<file path="config.mk">
export PLATFORM = sky130hd
export DESIGN_NAME = lavm_front
export DESIGN_NICKNAME = d
export VERILOG_FILES = /design/src/rtl/lavm_pkg.sv /design/src/rtl/lavm_front.sv
export SDC_FILE = /design/constraint.sdc
export NUM_CORES = 1
export LEC_CHECK = 0
export ABC_CLOCK_PERIOD_IN_PS = 30600
export BUFFER_PORTS_ARGS = -buffer_cell sky130_fd_sc_hd__buf_2
export CAP_MARGIN = 20
export CORE_AREA = 4 4 226 228
export CTS_BUF_LIST = sky130_fd_sc_hd__clkbuf_16
export CTS_CLUSTER_DIAMETER = 200
export DETAILED_ROUTE_END_ITERATION = 10
export DIE_AREA = 0 0 230 232
export SYNTH_ARGS = -nofsm -noshare
export SYNTH_HDL_FRONTEND = slang
export SYNTH_SLANG_ARGS = --single-unit
</file>
<file path="constraint.sdc">
create_clock -name clock -period 30.6 [get_ports clock]
set_input_delay 6.12 -clock clock [delete_from_list [all_inputs] [get_ports clock]]
set_output_delay 6.12 -clock clock [all_outputs]
set_load 0.005 [all_outputs]
</file>
<file path="src/rtl/lavm_pkg.sv">
`default_nettype none
package lavm_pkg;

   localparam int DEF_COORD_WIDTH = 32;
   localparam int DEF_FRAC_BITS   = 16;

   // Depth of the queue between the front and back parts.
   localparam int QUEUE_DEPTH = 2;

   // Normalization brings the largest magnitude into [2^(SCALE_BITS-1), 2^SCALE_BITS).
   localparam int SCALE_BITS = 30;

   // Width of the step counter of the back part.
   localparam int CNT_W = 6;

   function automatic logic [1:0] next_axis(input logic [1:0] axis);
      return (axis == 2'd2) ? 2'd0 : axis + 2'd1;
   endfunction

endpackage
`default_nettype wire

</file>
<file path="src/rtl/lavm_front.sv">
`default_nettype none
module lavm_front
   import lavm_pkg::*;
#(
   parameter int COORD_WIDTH = DEF_COORD_WIDTH
) (
   input  logic                           clock,
   input  logic                           reset,
   input  logic                           start,
   output logic                           busy,
   input  logic signed [COORD_WIDTH-1:0]  req_eye_x,
   input  logic signed [COORD_WIDTH-1:0]  req_eye_y,
   input  logic signed [COORD_WIDTH-1:0]  req_eye_z,
   input  logic signed [COORD_WIDTH-1:0]  req_aim_x,
   input  logic signed [COORD_WIDTH-1:0]  req_aim_y,
   input  logic signed [COORD_WIDTH-1:0]  req_aim_z,
   input  logic signed [COORD_WIDTH-1:0]  req_upward_x,
   input  logic signed [COORD_WIDTH-1:0]  req_upward_y,
   input  logic signed [COORD_WIDTH-1:0]  req_upward_z,
   output logic                           push,
   output logic [9*COORD_WIDTH+2:0]       push_data,
   input  logic                           full
);

   localparam int W  = COORD_WIDTH;
   localparam int DW = 9 * W + 3;

   logic              valid_ff;
   logic [DW-1:0]     data_ff;
   logic              accept;
   logic signed [W:0] dir_x;
   logic signed [W:0] dir_y;
   logic signed [W:0] dir_z;

   // The forward direction is formed here so that the back part starts on it at once.
   assign dir_x = (W+1)'(req_aim_x) - (W+1)'(req_eye_x);
   assign dir_y = (W+1)'(req_aim_y) - (W+1)'(req_eye_y);
   assign dir_z = (W+1)'(req_aim_z) - (W+1)'(req_eye_z);

   assign busy      = valid_ff & full;
   assign accept    = start & ~busy;
   assign push      = valid_ff & ~full;
   assign push_data = data_ff;

   always_ff @(posedge clock) begin
      if (reset) begin
         valid_ff <= 1'b0;
      end else if (accept) begin
         valid_ff <= 1'b1;
      end else if (push) begin
         valid_ff <= 1'b0;
      end
      if (accept) begin
         data_ff <= {req_upward_z, req_upward_y, req_upward_x,
                     dir_z, dir_y, dir_x,
                     req_eye_z, req_eye_y, req_eye_x};
      end
   end

endmodule
`default_nettype wire

</file>
==> implementation parameters <==
Parameter                              Value

Cells and area
  Total of fill cells in the finished design    between 4,000 and 5,000
  Area occupied by multi-input gates    4960 um^2
  Post-layout net count    ~2,100
  Sequential cell area    ~9000 um^2
  Final design area excluding fillers    between 15,000 and 20,000 um^2
  Fraction of layout instances using a drive strength above 1    a little under two fifths
  Area growth, synth to finish    33.1%

Global route
  Most utilized layer in the global route result    met2
  Largest net degree at the start of global routing    74
  Wire length of the first global-routing pass    about 67 mm
  Initial antenna violation count    5
  GR Util met3    between 4 and 5%
  Total track usage    between 10% and 20%
  Grt ovf    0
  Via count of the first global-routing pass    about 11,000
  Met2 Resource Use GR    between 20% and 30%
  Global Route met1 Usage    a little over a fifth

Drt
  Drt initial violations    between 700 and 800
  Total vias in the final route    11,300
  Number of optimization iterations in the first detailed-route pass    5
  Antenna Nets Post-Route    0
  Total Wirelength    ~46 mm
  Post-detailed-route wirelength per cell    approximately 19 um
  Post-detailed-route via-to-cell ratio    ~4.7
  DRC violations left    0

Timing
  Final setup violating endpoints    0
  Actual transition at the worst max-transition pin    slightly below 1 ns
  Min setup slack post-route    between 15 and 20 ns
  Final critical-path share of the clock period    41.4%
  Slew Limit Fails    0
  Hold Fails Final Rpt    0
  Hold Worst Slack    between 0.6 and 0.7 ns
  Worst slew slack as a fraction of its limit    35.1%
  Worst clock skew    around 0.017 ns
  Setup repair after global routing missed its margin    no
  Minimum clock period    between 10 and 15 ns
  Total Negative Setup Slacks    0 ns
  Upper clock frequency limit    slightly below 80 MHz

Worst setup path
  Critical path endpoint    busy
  Type of the worst setup path    in -> out
  Category of the worst setup path launch point    input pin
  Worst reg-to-reg path cell count    4
  Startpoint of the worst setup timing path    full
  Largest fanout on the critical path    3
  Required time of the worst setup path    24.48 ns
  Reg2reg end    push_data[32]
  RR Startpoint    valid_ff
  Critical Path End Type    output port
  Reg-to-reg setup timing slack    about 27 ns
  Data arrival time of the critical path    approximately 6.6 ns

CTS
  Clock-pin slew of the registers on the worst-case setup and hold paths    0.06 ns
  Post-cts resize count    0
  Number of clock sinks    approximately 300
  Clock tree buffer depth    3
  H-tree depth    2
  Cts bufs inserted    35
  Setup Fix Bufs, Post-CTS    0
  Clock tree from TritonCTS    yes
  Clock latency reported for the late side of the worst-skew pair    about 0.54 ns
  Cell at the root of the clock tree    sky130_fd_sc_hd__clkbuf_16
  Cts-stage hold buffer count    0

Yosys
  Ys Warns    0
  Asr flop ratio synth    0%
  Post-synth cell types    71
  Area share of the largest cell type after synthesis    between 60% and 70%
  Ranking of synthesized cells by instance count    291 x sky130_fd_sc_hd__edfxtp_1, 124 x sky130_fd_sc_hd__inv_1, 96 x sky130_fd_sc_hd__ha_1
  Most area-consuming cells after synthesis    sky130_fd_sc_hd__edfxtp_1 61%, sky130_fd_sc_hd__ha_1 8.4%, sky130_fd_sc_hd__a21oi_1 3.3%, sky130_fd_sc_hd__inv_1 3.3%, sky130_fd_sc_hd__xnor2_1 3.2%
  Synth Area per Inst    between 10 and 15 um^2
  Post-Synthesis Cell Area    ~14,000 um^2
  Cell type with the largest total area after synthesis    sky130_fd_sc_hd__edfxtp_1
  Sequential element share of the synthesized area    61.3%
  Most used standard cell by instance count after synthesis    sky130_fd_sc_hd__edfxtp_1
  Number of enable flip-flop cells after synthesis    about 290
  Number of nets in the synthesized netlist    ~1,500
  Number of cells produced by synthesis    1,117
  Leading register cell type out of synthesis    sky130_fd_sc_hd__edfxtp_1
  Synth Register Bits    292

Pwr
  Max rail drop VDD    between 0.03 and 0.04 mV
  Power density over cell area    roughly 57 nW/um^2
  Standby leakage power    around 0.0085 uW

Worst hold path
  Min-Delay Path Class    reg -> reg

Floorplan
  Area of the core    48,800 um^2
  # IOs    around 600
  Die width    roughly 230 um
  Starting density of the core    29.3%
  Site row count    slightly above 80
  Die Footprint    ~53,000 um^2
  Die Y    approximately 230 um

Outcome
  Status    completed

Job
  Max capacitance violation total    0

Place
  Post-Place Setup Slack    between 15 and 20 ns
  Number of input and output port buffers inserted    584
  HPWL reported at the end of detailed placement    around 37 mm
  Routability-driven placement congestion ratio    0.893
  Placed standard-cell area    approximately 18,000 um^2
[cell usage in the layout, fill, tap and decap left out, types with 6 or more instances in the layout]
cell type,synthesis,routed
sky130_fd_sc_hd__ha_1,96,96
sky130_fd_sc_hd__inv_1,124,130
sky130_fd_sc_hd__nand4_1,21,21
sky130_fd_sc_hd__a31oi_1,8,8
sky130_fd_sc_hd__o21ai_0,44,44
sky130_fd_sc_hd__nor3_1,10,10
sky130_fd_sc_hd__clkinv_1,0,9
sky130_fd_sc_hd__nor4_1,6,6
sky130_fd_sc_hd__nor2_1,38,38
sky130_fd_sc_hd__nand2_1,62,62
sky130_fd_sc_hd__edfxtp_1,291,291
sky130_fd_sc_hd__nand3_1,16,16
sky130_fd_sc_hd__clkbuf_16,0,36
sky130_fd_sc_hd__a21oi_1,94,94
sky130_fd_sc_hd__or2_2,7,7
sky130_fd_sc_hd__o21ai_1,6,6
sky130_fd_sc_hd__xnor2_1,52,52
sky130_fd_sc_hd__o21a_1,15,15
sky130_fd_sc_hd__buf_2,5,584
sky130_fd_sc_hd__xor2_1,32,32
sky130_fd_sc_hd__a21o_1,33,33
sky130_fd_sc_hd__o21bai_1,14,14
sky130_fd_sc_hd__nor2b_1,20,19
sky130_fd_sc_hd__nand2b_1,7,7
[logic make-up after synthesis]
group	after synthesis	synth area share [%]
adder cells (fa/ha/maj)	99	8.82
XOR/XNOR	84	5.15
AO/OA/AOI/OAI	284	13.3
multiplexers	1	0.0700
flip-flops	292	61.3
buffers and inverters	149	4.06
AND/OR/NAND/NOR	208	7.33
[worst max-delay path, stage by stage]
cell and delay, ns:
sky130_fd_sc_hd__buf_2 0.10, sky130_fd_sc_hd__and2_1 0.19, sky130_fd_sc_hd__buf_2 0.14
[report_power, final]
group / leakage (uW) / internal (uW) / total, uW / switching (uW)
Combinational: 0.00512 / 84.9 / 200 / 115
Sequential: 0.00282 / 485 / 494 / 8.72
Clock: 0.000532 / 222 / 384 / 162
[state kept, by name, summed over array words and instances (netlist names)]
name       count
push_data    291
valid_ff       1
[worst min path at each step]
| stage | start | cells after the start | to | slack, ns |
|---|---|---|---|---|
| after floorplan | valid_ff | 3 | valid_ff | 0.59 |
| after global placement | valid_ff | 3 | valid_ff | 0.65 |
| after detailed placement | valid_ff | 3 | valid_ff | 0.65 |
| after CTS | valid_ff | 3 | valid_ff | 0.66 |
| after global routing | valid_ff | 3 | valid_ff | 0.73 |
| final | valid_ff | 3 | valid_ff | 0.66 |
[per-layer routing]
metal,vias to the layer above,wire (um)
met4,2,1250
met2,430,22200
met5,-,13
met1,5417,19300
met3,68,3220
li1,5335,-
[through the flow]
step	instances	total power [uW]	utilization (%)
floorplan	1117	621	-
global placement	2344	700	36.8
detailed placement	2344	703	36.8
CTS	2404	1090	38.9
global route	2407	1130	39.0
finish	2408	1080	39.0
[final cells by class]
| cell class | count | share of cell area (%) |
|---|---|---|
| clock inverter | 24 | 0.789 |
| sequential | 292 | 46.0 |
| timing repair buffer | 588 | 15.5 |
| tap | 664 | 4.37 |
| inverter | 124 | 2.45 |
| multi-input combinational | 676 | 26.1 |
| clock buffer | 36 | 4.73 |
| antenna | 4 | 0.0526 |
Power figures use the tool's default switching activity.
