### config.mk
export PLATFORM = sky130hd
export DESIGN_NAME = lavm_queue
export DESIGN_NICKNAME = d
export VERILOG_FILES = /design/src/rtl/lavm_pkg.sv /design/src/rtl/lavm_queue.sv
export SDC_FILE = /design/constraint.sdc
export NUM_CORES = 1
export LEC_CHECK = 0
export BUFFER_PORTS_ARGS = -buffer_cell sky130_fd_sc_hd__buf_4
export CORE_UTILIZATION = 44
export DETAILED_ROUTE_END_ITERATION = 8
export GPL_ROUTABILITY_DRIVEN = 0
export PLACE_DENSITY = 0.72
export SYNTH_ARGS = -nofsm -noshare
export SYNTH_HDL_FRONTEND = slang
export SYNTH_SLANG_ARGS = --single-unit
### constraint.sdc
create_clock -name clock -period 1.2 [get_ports clock]
set_clock_uncertainty 0.1 [all_clocks]
set_input_delay 0.06 -clock clock [delete_from_list [all_inputs] [get_ports clock]]
set_output_delay 0.06 -clock clock [all_outputs]
set_load 0.02 [all_outputs]
### src/rtl/lavm_pkg.sv
`default_nettype none
package lavm_pkg;

   localparam int DEF_COORD_WIDTH = 32;
   localparam int DEF_FRAC_BITS   = 16;

   // Depth of the queue between the front and back parts.
   localparam int QUEUE_DEPTH = 2;

   // Normalization brings the largest magnitude into [2^(SCALE_BITS-1), 2^SCALE_BITS).
   localparam int SCALE_BITS = 30;

   // Width of the step counter of the back part.
   localparam int CNT_W = 6;

   function automatic logic [1:0] next_axis(input logic [1:0] axis);
      return (axis == 2'd2) ? 2'd0 : axis + 2'd1;
   endfunction

endpackage
`default_nettype wire

### src/rtl/lavm_queue.sv
`default_nettype none
module lavm_queue
   import lavm_pkg::*;
#(
   parameter int DATA_WIDTH = 8,
   parameter int DEPTH      = QUEUE_DEPTH
) (
   input  logic                  clock,
   input  logic                  reset,
   input  logic                  push,
   input  logic [DATA_WIDTH-1:0] push_data,
   output logic                  full,
   input  logic                  pop,
   output logic                  valid,
   output logic [DATA_WIDTH-1:0] data
);

   localparam int PTR_W = (DEPTH > 1) ? $clog2(DEPTH) : 1;
   localparam int CNT_QW = $clog2(DEPTH + 1);

   logic [DATA_WIDTH-1:0] mem_ff [DEPTH];
   logic [PTR_W-1:0]      wr_ptr_ff;
   logic [PTR_W-1:0]      rd_ptr_ff;
   logic [CNT_QW-1:0]     count_ff;

   assign full  = (count_ff == CNT_QW'(DEPTH));
   assign valid = (count_ff != '0);
   assign data  = mem_ff[rd_ptr_ff];

   always_ff @(posedge clock) begin
      if (reset) begin
         wr_ptr_ff <= '0;
         rd_ptr_ff <= '0;
         count_ff  <= '0;
      end else begin
         if (push) begin
            wr_ptr_ff <= (wr_ptr_ff == PTR_W'(DEPTH - 1)) ? '0 : wr_ptr_ff + 1'b1;
         end
         if (pop) begin
            rd_ptr_ff <= (rd_ptr_ff == PTR_W'(DEPTH - 1)) ? '0 : rd_ptr_ff + 1'b1;
         end
         if (push && !pop) begin
            count_ff <= count_ff + 1'b1;
         end else if (pop && !push) begin
            count_ff <= count_ff - 1'b1;
         end
      end
      if (push) begin
         mem_ff[wr_ptr_ff] <= push_data;
      end
   end

endmodule
`default_nettype wire

==> results of run 1 <==
what timing repair did:
action                                 in CTS  in global routing
endpoints found under the hold margin      21                  0
gates resized for setup                    24                  1
setup buffers                               1                  0
hold buffers                               11                  0
setup endpoints to repair                  10                 10
critical path, cell delays in order, from the launching register on:
cell	delay, ns
dfxtp_2	0.36
buf_6	0.13
mux2_4	0.30
buf_6	0.13
final cells by class:
| cell class | instances | share of cell area |
|---|---|---|
| repair buffers | 40 | 0.298 |
| inverters | 1 | 0.00300 |
| clock buffers | 3 | 0.0180 |
| well taps | 24 | 0.0240 |
| multi-input cells | 24 | 0.183 |
| flip-flops and latches | 21 | 0.469 |
| clock inverters | 1 | 0.00400 |
state kept, by name, summed over array words and instances (netlist names), named ones only:
| register | count |
|---|---|
| mem_ff | 16 |
| count_ff | 2 |
| rd_ptr_ff | 1 |
| wr_ptr_ff | 1 |
worst max path at each step:
stage,startpoint,end,slack (ns)
CTS,flop,data[2],-0.20
global placement,push,count_ff[1],0.08
global route,flop,data[2],-0.24
floorplan,wr_ptr_ff,mem_ff[0][0],0.01
detailed placement,push,count_ff[1],0.06
finish,flop,data[2],-0.20
cells by family after synthesis:
family,after synthesis
AOI/OAI and AO/OA,2
xor gates and xnor gates,4
adders and majority gates,1
buffers and inverters,2
DFF,21
muxes,8
and+or+nand+nor,9
per-stage QoR:
| stage | power [W] | hold slack, ns | utilization | std cells |
|---|---|---|---|---|
| 4_1_cts | 0.00162 | 0.0786 | 0.783 | 114 |
| 2_1_floorplan | 0.00104 | 0.0291 | - | 47 |
| 6_report | 0.00161 | 0.0797 | 0.784 | 114 |
| 3_5_place_dp | 0.00118 | 0.148 | 0.641 | 98 |
| 3_3_place_gp | 0.00117 | 0.145 | 0.641 | 98 |
| 5_1_grt | 0.00169 | 0.0951 | 0.784 | 114 |
synth_stat cells, drive strengths merged:
cell type / instances
inv: 1
edfxtp: 16
ha: 1
and2b: 1
buf: 1
xor2: 2
xnor2: 2
mux2: 8
and2: 1
nor2b: 1
or2: 1
o21ai: 1
or3: 1
dfxtp: 5
nor2: 4
a21oi: 1
per-layer routing:
| layer | track usage | wire, um | share of wire | vias up |
|---|---|---|---|---|
| li1 | - | - | - | 254 |
| met4 | 0.0727 | 24 | 0.018 | 0 |
| met1 | 0.207 | 601 | 0.45 | 228 |
| met3 | 0.0531 | 52 | 0.039 | 2 |
| met2 | 0.282 | 655 | 0.49 | 14 |
| met5 | 0 | 0 | 0 | - |
placed cells by master (no fill, tap or decap), drive strengths merged:
master        n
buf          29
dfxtp         5
mux2          8
edfxtp       16
or3           1
inv           1
nor2          4
xnor2         2
xor2          2
clkbuf        3
ha            1
o21ai         1
or2           1
dlygate4sd3  11
nor2b         1
and2          1
a21oi         1
and2b         1
clkinv        1
power breakdown:
part / switching (W) / internal [W] / leakage, nW
Combinational: 0.000162 / 0.000243 / 0.317
Clock: 0.000215 / 0.000125 / 0.0177
Sequential: 0.0000249 / 0.000843 / 0.193
==> flow_summary.yaml, run 1 <==
pwr:
  irDropWorstVdd_mv: 0.897
  power_density_nw_per_um2: 1290
  p_leak_nw: 0.528
yosys:
  synth_cell_types: 16
  synth_compound_area_frac: 0.0127
  syn-num-nets: 60
  synth_warnings: 0
  synthAdderAreaFrac: 0.0159
  synth_top_cell_by_area: "edfxtp_1"
  synthMuxAreaShare: 0.115
  avgSynthCellArea_sq_um: 16.7
  synth_top_area_frac: 0.611
  synth_area_leaders: "edfxtp_1, dfxtp_1, mux2_2, xnor2_1, xor2_1"
  synthCells: 47
  synth_area_sq_um: 786
  synth_xor_area_frac: 0.0446
  ys_seq_elements: 21
  seq_area_frac_synth: 0.739
  synthSimpleGateAreaFrac: 0.0621
  synth_top_family_by_area: "multiplexers"
finish:
  fin_area_sq_um: 1250
  fin_nets: 104
  multiInputGateArea_sq_um: 229
  syn_to_final_growth_pct: 59.1
  num-fill-cells: 99
  antenna_cells: 0
  layout-drive-gt1-share: 0.511
  regArea_sq_um: 587
routing:
  drcViolationCount: 0
  drt_iter0_markers: 3
  wl_per_cell_um: 11.7
  dr.pass1.iters: 6
  ant_nets: 0
  vias_per_cell: 4.37
  num_vias: 498
  routed_wl_mm: 1.33
clock_tree:
  h-tree-depth: 1
  cts_sinks: 21
  cts_made_buffers: 3
  cts_tree: "built"
  clk_pin_slew_ns: 0.12
  cts_root_buf: "clkbuf_4"
  clk_latency_ns: 0.31
  max-clock-path-buffers: 2
global_route:
  grt_first_pass_wirelength_mm: 2.26
  grt_start_max_net_pins: 13
  grt_use_total: 0.171
  grt_overflow: 0
  grt_pass1_vias: 515
  antenna_found_initial: 0
placed_design:
  io_buffers: 21
  pre_cts_slack_ns: 0.0575
  dpl.hpwl_um: 893
  place_area_sq_um: 1020
hold_path:
  holdPathEnd: "count_ff[1]"
  hold_path_class: "in -> reg"
  hold_depth: 4
  holdCritStartpoint: "push"
sta:
  slew_headroom: 0.879
  max_freq_mhz: 716
  max_slew.worst_pin.slew_ns: 0.180
  setup_ws_ns: -0.197
  rsz0062_at_grt: "true"
  setup_viol: 8
  setup_tns_ns: -1.49
  finalMaxSlewViolations: 0
  finalHoldViolations: 0
  min_period_ns: 1.40
  post-route-period-util: 1.16
critical_path:
  required_ns: 1.04
  endpoint_kind: "output port"
  critPathKind: "reg -> out"
  r2r-start: "count_ff[0]"
  r2r-end: "count_ff[1]"
  crit_fanout: 5
  rrSetupSlack_ns: 0.06
  r2r_cells: 3
  arrival_ns: 1.24
  start_kind: "flop"
die:
  io_pins: 22
  fp.dieW_um: 44.3
  coreArea_sq_um: 1590
  num_rows: 14
  die_h_um: 44.3
  initial_core_util: 0.493
  die_area_sq_um: 1960
run_status:
  violations: "setup timing"
  status: "finished, violations left"
run:
  drv_cap: 0
(Power assumes the default switching activity.)
==> inputs of run 2 (changes only) <==
ABC_AREA = 1   (was unset)
CORE_UTILIZATION = 53   (was 44)
MAX_ROUTING_LAYER = met4   (was unset)
PLACE_DENSITY = 0.8   (was 0.72)
clock period = 1.81 ns   (was 1.2 ns; I/O delays follow)
==> run 2 against run 1 <==
Compared with the run above: the run now ends clean; sequential power decreased by 34%; critical path depth decreased by 1; first-iteration DRC count increased to 5.3 times the previous value; non-clock buffer count decreased by 6; worst setup slack improved by 0.37 ns; via count increased by 7.2%; cell area decreased by 7.1%; sequential share of layout area increased by 3.1 points; utilization decreased by 0.43 points; global-route usage decreased by 0.59 points; worst hold slack improved by 0.33 ns; critical endpoint is now data[1]; highest routed layer unchanged.
==> flow_summary.yaml, run 2 <==
run_status:
  status: "finished, final reports clean"
routing:
  dr.pass1.iters: 4
  wl_per_cell_um: 12.3
  drcViolationCount: 0
  drt_iter0_markers: 16
  vias_per_cell: 4.81
  num_vias: 534
  routed_wl_mm: 1.36
  ant_nets: 0
yosys:
  synth_top_area_frac: 0.571
  syn-num-nets: 71
  synth_common_cells: "edfxtp_1, inv_1, mux2_4"
  ys_seq_elements: 21
  seq_area_frac_synth: 0.690
  synth_top_cell_by_area: "edfxtp_1"
  synth_cell_types: 16
  synth_warnings: 0
  avgSynthCellArea_sq_um: 14.5
  synthArstFlopShare: 0
  synth_area_leaders: "edfxtp_1, mux2_4, dfxtp_1, inv_1, nor2_1"
  synth_ff_type: "edfxtp_1"
  synth_edf_count: 16
  synth_area_sq_um: 841
  synthCells: 58
  yosysMostFrequentCell: "edfxtp_1"
finish:
  largest_reg_flops: 16
  syn_to_final_growth_pct: 38.1
  layout-drive-gt1-share: 0.368
  fin_nets: 109
  top_register: "mem_ff"
  fin_area_sq_um: 1160
  final_common_cell: "buf_4"
  final_cell_mix: "buf_4, edfxtp_1, dlygate4sd3_1"
  top_regs: "mem_ff: 16 flops, count_ff: 2 flops"
  antenna_cells: 0
  num-fill-cells: 105
critical_path:
  critPathKind: "reg -> out"
  r2r_cells: 3
  required_ns: 1.62
  start_kind: "flop"
  crit_fanout: 8
  cp_slowest_cell: "dfxtp_1"
  cpLargestDelayFamily: "flip-flops"
  endpoint_kind: "output port"
  crit_buf_inv: 1
  crit_path_cell_trace: "mux2_4 -> buf_4"
  cp_num_cells: 2
  arrival_ns: 1.45
  slowest_delay_ns: 0.65
sta:
  max_slew.worst_pin.slew_ns: 0.499
  max_freq_mhz: 611
  rsz0062_at_grt: "false"
  hold_ws_ns: 0.409
  setup_viol: 0
  finalMaxSlewViolations: 0
  post-route-period-util: 0.904
  setup_tns_ns: 0
  finalHoldViolations: 0
  slew_headroom: 0.667
  min_period_ns: 1.64
global_route:
  grt_first_pass_wirelength_mm: 2.02
  grt_pass1_vias: 513
  met1_usage: 0.178
  busiest_layer: "met2"
  grt_util_met2: 0.291
  grt_overflow: 0
  antenna_found_initial: 0
  grt_start_max_net_pins: 12
  grt_use_met3: 0.0304
  grt_use_total: 0.165
run:
  drv_cap: 0
placed_design:
  place_area_sq_um: 1010
  dpl.hpwl_um: 923
  io_buffers: 21
die:
  num_rows: 14
  initial_core_util: 0.565
  fp.dieW_um: 41.8
  die_area_sq_um: 1750
  coreArea_sq_um: 1490
  die_h_um: 41.8
  io_pins: 22
clock_tree:
  clk_pin_slew_ns: 0.11
  cts_made_buffers: 3
  clk_latency_ns: 0.29
  cts_tree: "built"
  h-tree-depth: 1
  cts_root_buf: "clkbuf_4"
  max-clock-path-buffers: 2
  cts_sinks: 21
hold_path:
  hold_depth: 2
  hold_path_class: "in -> reg"
pwr:
  p_leak_nw: 0.515
  irDropWorstVdd_mv: 0.603
  power_density_nw_per_um2: 847
run 2: cell type report:
cell class | instances | area [sq um] | share of cell area
repair buffers | 34 | 285 | 0.246
clock buffers | 4 | 26.3 | 0.0226
flip-flops and latches | 21 | 581 | 0.500
well taps | 16 | 20.0 | 0.0172
inverters | 9 | 33.8 | 0.0291
multi-input cells | 27 | 215 | 0.185
run 2: what timing repair did:
| item | in CTS | in global routing |
|---|---|---|
| gates resized for setup | 0 | 0 |
| hold endpoints to repair | 21 | 0 |
| setup buffers | 0 | 0 |
| setup endpoints to repair | 0 | 0 |
| hold buffers | 12 | 0 |
run 2: where the power goes:
group / switching [W] / internal (W)
registers: 0.0000197 / 0.000551
clock network: 0.000127 / 0.0000857
logic: 0.0000891 / 0.000110
total: 0.000236 / 0.000747
run 2: routing by layer:
layer,part of all wire,vias to the layer above
li1,-,270
met1,0.40,245
met2,0.54,17
met3,0.043,2
met4,0.0088,0
met5,0,-
run 2: kinds of logic (layout without fill, tap and decap cells):
| logic type | Yosys count | count (layout) | share of synthesized area |
|---|---|---|---|
| DFF | 21 | 21 | 0.690 |
| and+or+nand+nor | 15 | 15 | 0.0759 |
| AOI/OAI and AO/OA | 2 | 2 | 0.0119 |
| muxes | 8 | 8 | 0.143 |
| adders and majority gates | 1 | 1 | 0.0149 |
| buffers and inverters | 10 | 47 | 0.0536 |
| xor gates and xnor gates | 1 | 1 | 0.0104 |
run 2: worst paths after layout:
kind,slack [ns],to,from
worst min-delay path,0.41,mem_ff[0][1],push_data[1]
worst max register to register,0.46,rd_ptr_ff,rd_ptr_ff
worst max-delay path,0.17,data[1],flop
worst min register to register,0.42,wr_ptr_ff,wr_ptr_ff
run 2: metrics by stage:
step                utilization  worst slack, ns  cells  total power (W)
finish                    0.780            0.174    111         0.000983
CTS                       0.780            0.152    111         0.000991
detailed placement        0.682            0.492     95         0.000760
global placement          0.682            0.504     95         0.000753
floorplan                     -            0.652     58         0.000689
global route              0.780            0.122    111          0.00102
==> inputs of run 3 (changes only) <==
ABC_AREA = unset   (was 1)
CORE_UTILIZATION = 52   (was 53)
==> run 3 against run 2 <==
Compared with the run above: total power grew 0.92%; worst hold slack got worse by 0.21 ns; sequential cell count is the same; clock power about the same; first-iteration DRC count is 31% lower; register-to-register slack better by 0.04 ns; cell area shrank 5.2%; critical endpoint is now data[7]; highest routed layer unchanged.
==> flow_summary.yaml, run 3 (synthesis gave the netlist of run 1 again) <==
routing:
  num_vias: 492
  ant_nets: 0
  drt_iter0_markers: 11
  dr.pass1.iters: 4
  vias_per_cell: 5.02
  routed_wl_mm: 1.48
  drcViolationCount: 0
  wl_per_cell_um: 15.1
clock_tree:
  clk_pin_slew_ns: 0.11
  h-tree-depth: 1
  post_cts_buffers: 0
  max-clock-path-buffers: 2
  cts_tree: "built"
  clk_latency_ns: 0.29
  cts_hold_buffers: 11
  cts_made_buffers: 3
  cts_sinks: 21
  cts_resized: 0
  cts_root_buf: "clkbuf_4"
pwr:
  seqPwrFrac: 0.583
  p_comb_frac: 0.203
  intPower_w: 0.000752
  switching_power_w: 0.000240
  irDropWorstVdd_mv: 0.766
  power_density_nw_per_um2: 901
  p_leak_nw: 0.446
  pwr-share-clk: 0.214
  switching_share: 0.242
critical_path:
  critPathKind: "reg -> out"
  endpoint_kind: "output port"
  required_ns: 1.62
  slowest_delay_ns: 0.53
  cp_num_cells: 2
  crit_buf_inv: 1
  crit_fanout: 8
  cp_slowest_cell: "dfxtp_1"
  crit_path_cell_trace: "mux2_2 -> buf_4"
  arrival_ns: 1.36
  start_kind: "flop"
  r2r_cells: 3
  cpLargestDelayFamily: "flip-flops"
finish:
  final_util: 0.816
  layout-drive-gt1-share: 0.422
  syn_to_final_growth_pct: 40.1
  antenna_cells: 0
  top_regs: "mem_ff: 16 flops, count_ff: 2 flops"
  regArea_sq_um: 581
  final_cell_mix: "buf_4, edfxtp_1, dlygate4sd3_1"
  fin_nets: 97
  largest_reg_flops: 16
  top_register: "mem_ff"
  multiInputGateArea_sq_um: 196
  final_common_cell: "buf_4"
  num-fill-cells: 81
global_route:
  grt_overflow: 0
  antenna_found_initial: 0
  grt_start_max_net_pins: 12
  grt_use_total: 0.210
  grt_pass1_vias: 452
  grt_first_pass_wirelength_mm: 2.03
die:
  fp.dieW_um: 40.9
  initial_core_util: 0.582
  coreArea_sq_um: 1350
  die_area_sq_um: 1670
  die_h_um: 40.9
  io_pins: 22
  num_rows: 13
sta:
  hold_ws_ns: 0.198
  setup_viol: 0
  post-route-period-util: 0.858
  finalHoldViolations: 0
  max_slew.worst_pin.slew_ns: 0.387
  finalMaxSlewViolations: 0
  setup_tns_ns: 0
  min_period_ns: 1.55
  max_freq_mhz: 644
  slew_headroom: 0.742
  rsz0062_at_grt: "false"
run:
  drv_cap: 0
run_status:
  status: "finished, final reports clean"
hold_path:
  hold_depth: 4
  hold_path_class: "in -> reg"
placed_design:
  io_buffers: 21
  dpl.hpwl_um: 988
[run 3: cell types whose count changed in the layout (fill, tap and decap cells not counted), moves of 2 or more]
| cell | delta |
|---|---|
| nand2_1 | -5 |
| nor2_1 | -2 |
| mux2_4 | -8 |
| inv_1 | -7 |
| xor2_1 | +2 |
| mux2_2 | +8 |
[run 3: worst reg2reg max path, delay by kind of cell, from the launching register on]
kind / cells / cell delay, ns
flip-flops: 1 / 0.39
XOR/XNOR: 1 / 0.13
buffers and inverters: 1 / 0.54
AND/OR/NAND/NOR: 1 / 0.05
[run 3: path summary, 6_finish.rpt]
path                                   from     endpoint  slack [ns]
worst max-delay path                   flop      data[7]        0.26
worst min register to register  count_ff[1]  count_ff[1]        0.44
worst min-delay path                   push  count_ff[0]        0.20
worst max register to register    wr_ptr_ff    wr_ptr_ff        0.50
[run 3: power by group through the flow]
| stage | combinational (W) | clock (W) | sequential (W) |
|---|---|---|---|
| final | 0.000201 | 0.000212 | 0.000579 |
| after global routing | 0.000215 | 0.000237 | 0.000583 |
| after CTS | 0.000201 | 0.000216 | 0.000578 |
| after detailed placement | 0.000180 | 0 | 0.000589 |
| after global placement | 0.000173 | 0 | 0.000586 |
| after floorplan | 0.000109 | 0 | 0.000578 |
[run 3: area by class of cell]
cell class	count	share of cell area
repair buffers	33	0.250
clock buffers	4	0.0239
multi-input cells	24	0.178
well taps	15	0.0170
flip-flops and latches	21	0.527
inverters	1	0.00341
[run 3: through the flow]
| step | power, W | area, sq um | std cells | setup slack (ns) |
|---|---|---|---|---|
| 2_1_floorplan | 0.000687 | 786 | 47 | 0.622 |
| 3_3_place_gp | 0.000760 | 965 | 83 | 0.580 |
| 3_5_place_dp | 0.000769 | 965 | 83 | 0.563 |
| 4_1_cts | 0.000995 | 1100 | 98 | 0.243 |
| 5_1_grt | 0.00104 | 1100 | 98 | 0.165 |
| 6_report | 0.000992 | 1100 | 98 | 0.256 |
[run 3: layer usage]
layer	global-route usage	vias to the layer above	wire length, um
li1	-	241	-
met2	0.348	25	758
met4	0.100	0	10
met1	0.236	224	620
met5	-	-	0
met3	0.0489	2	90
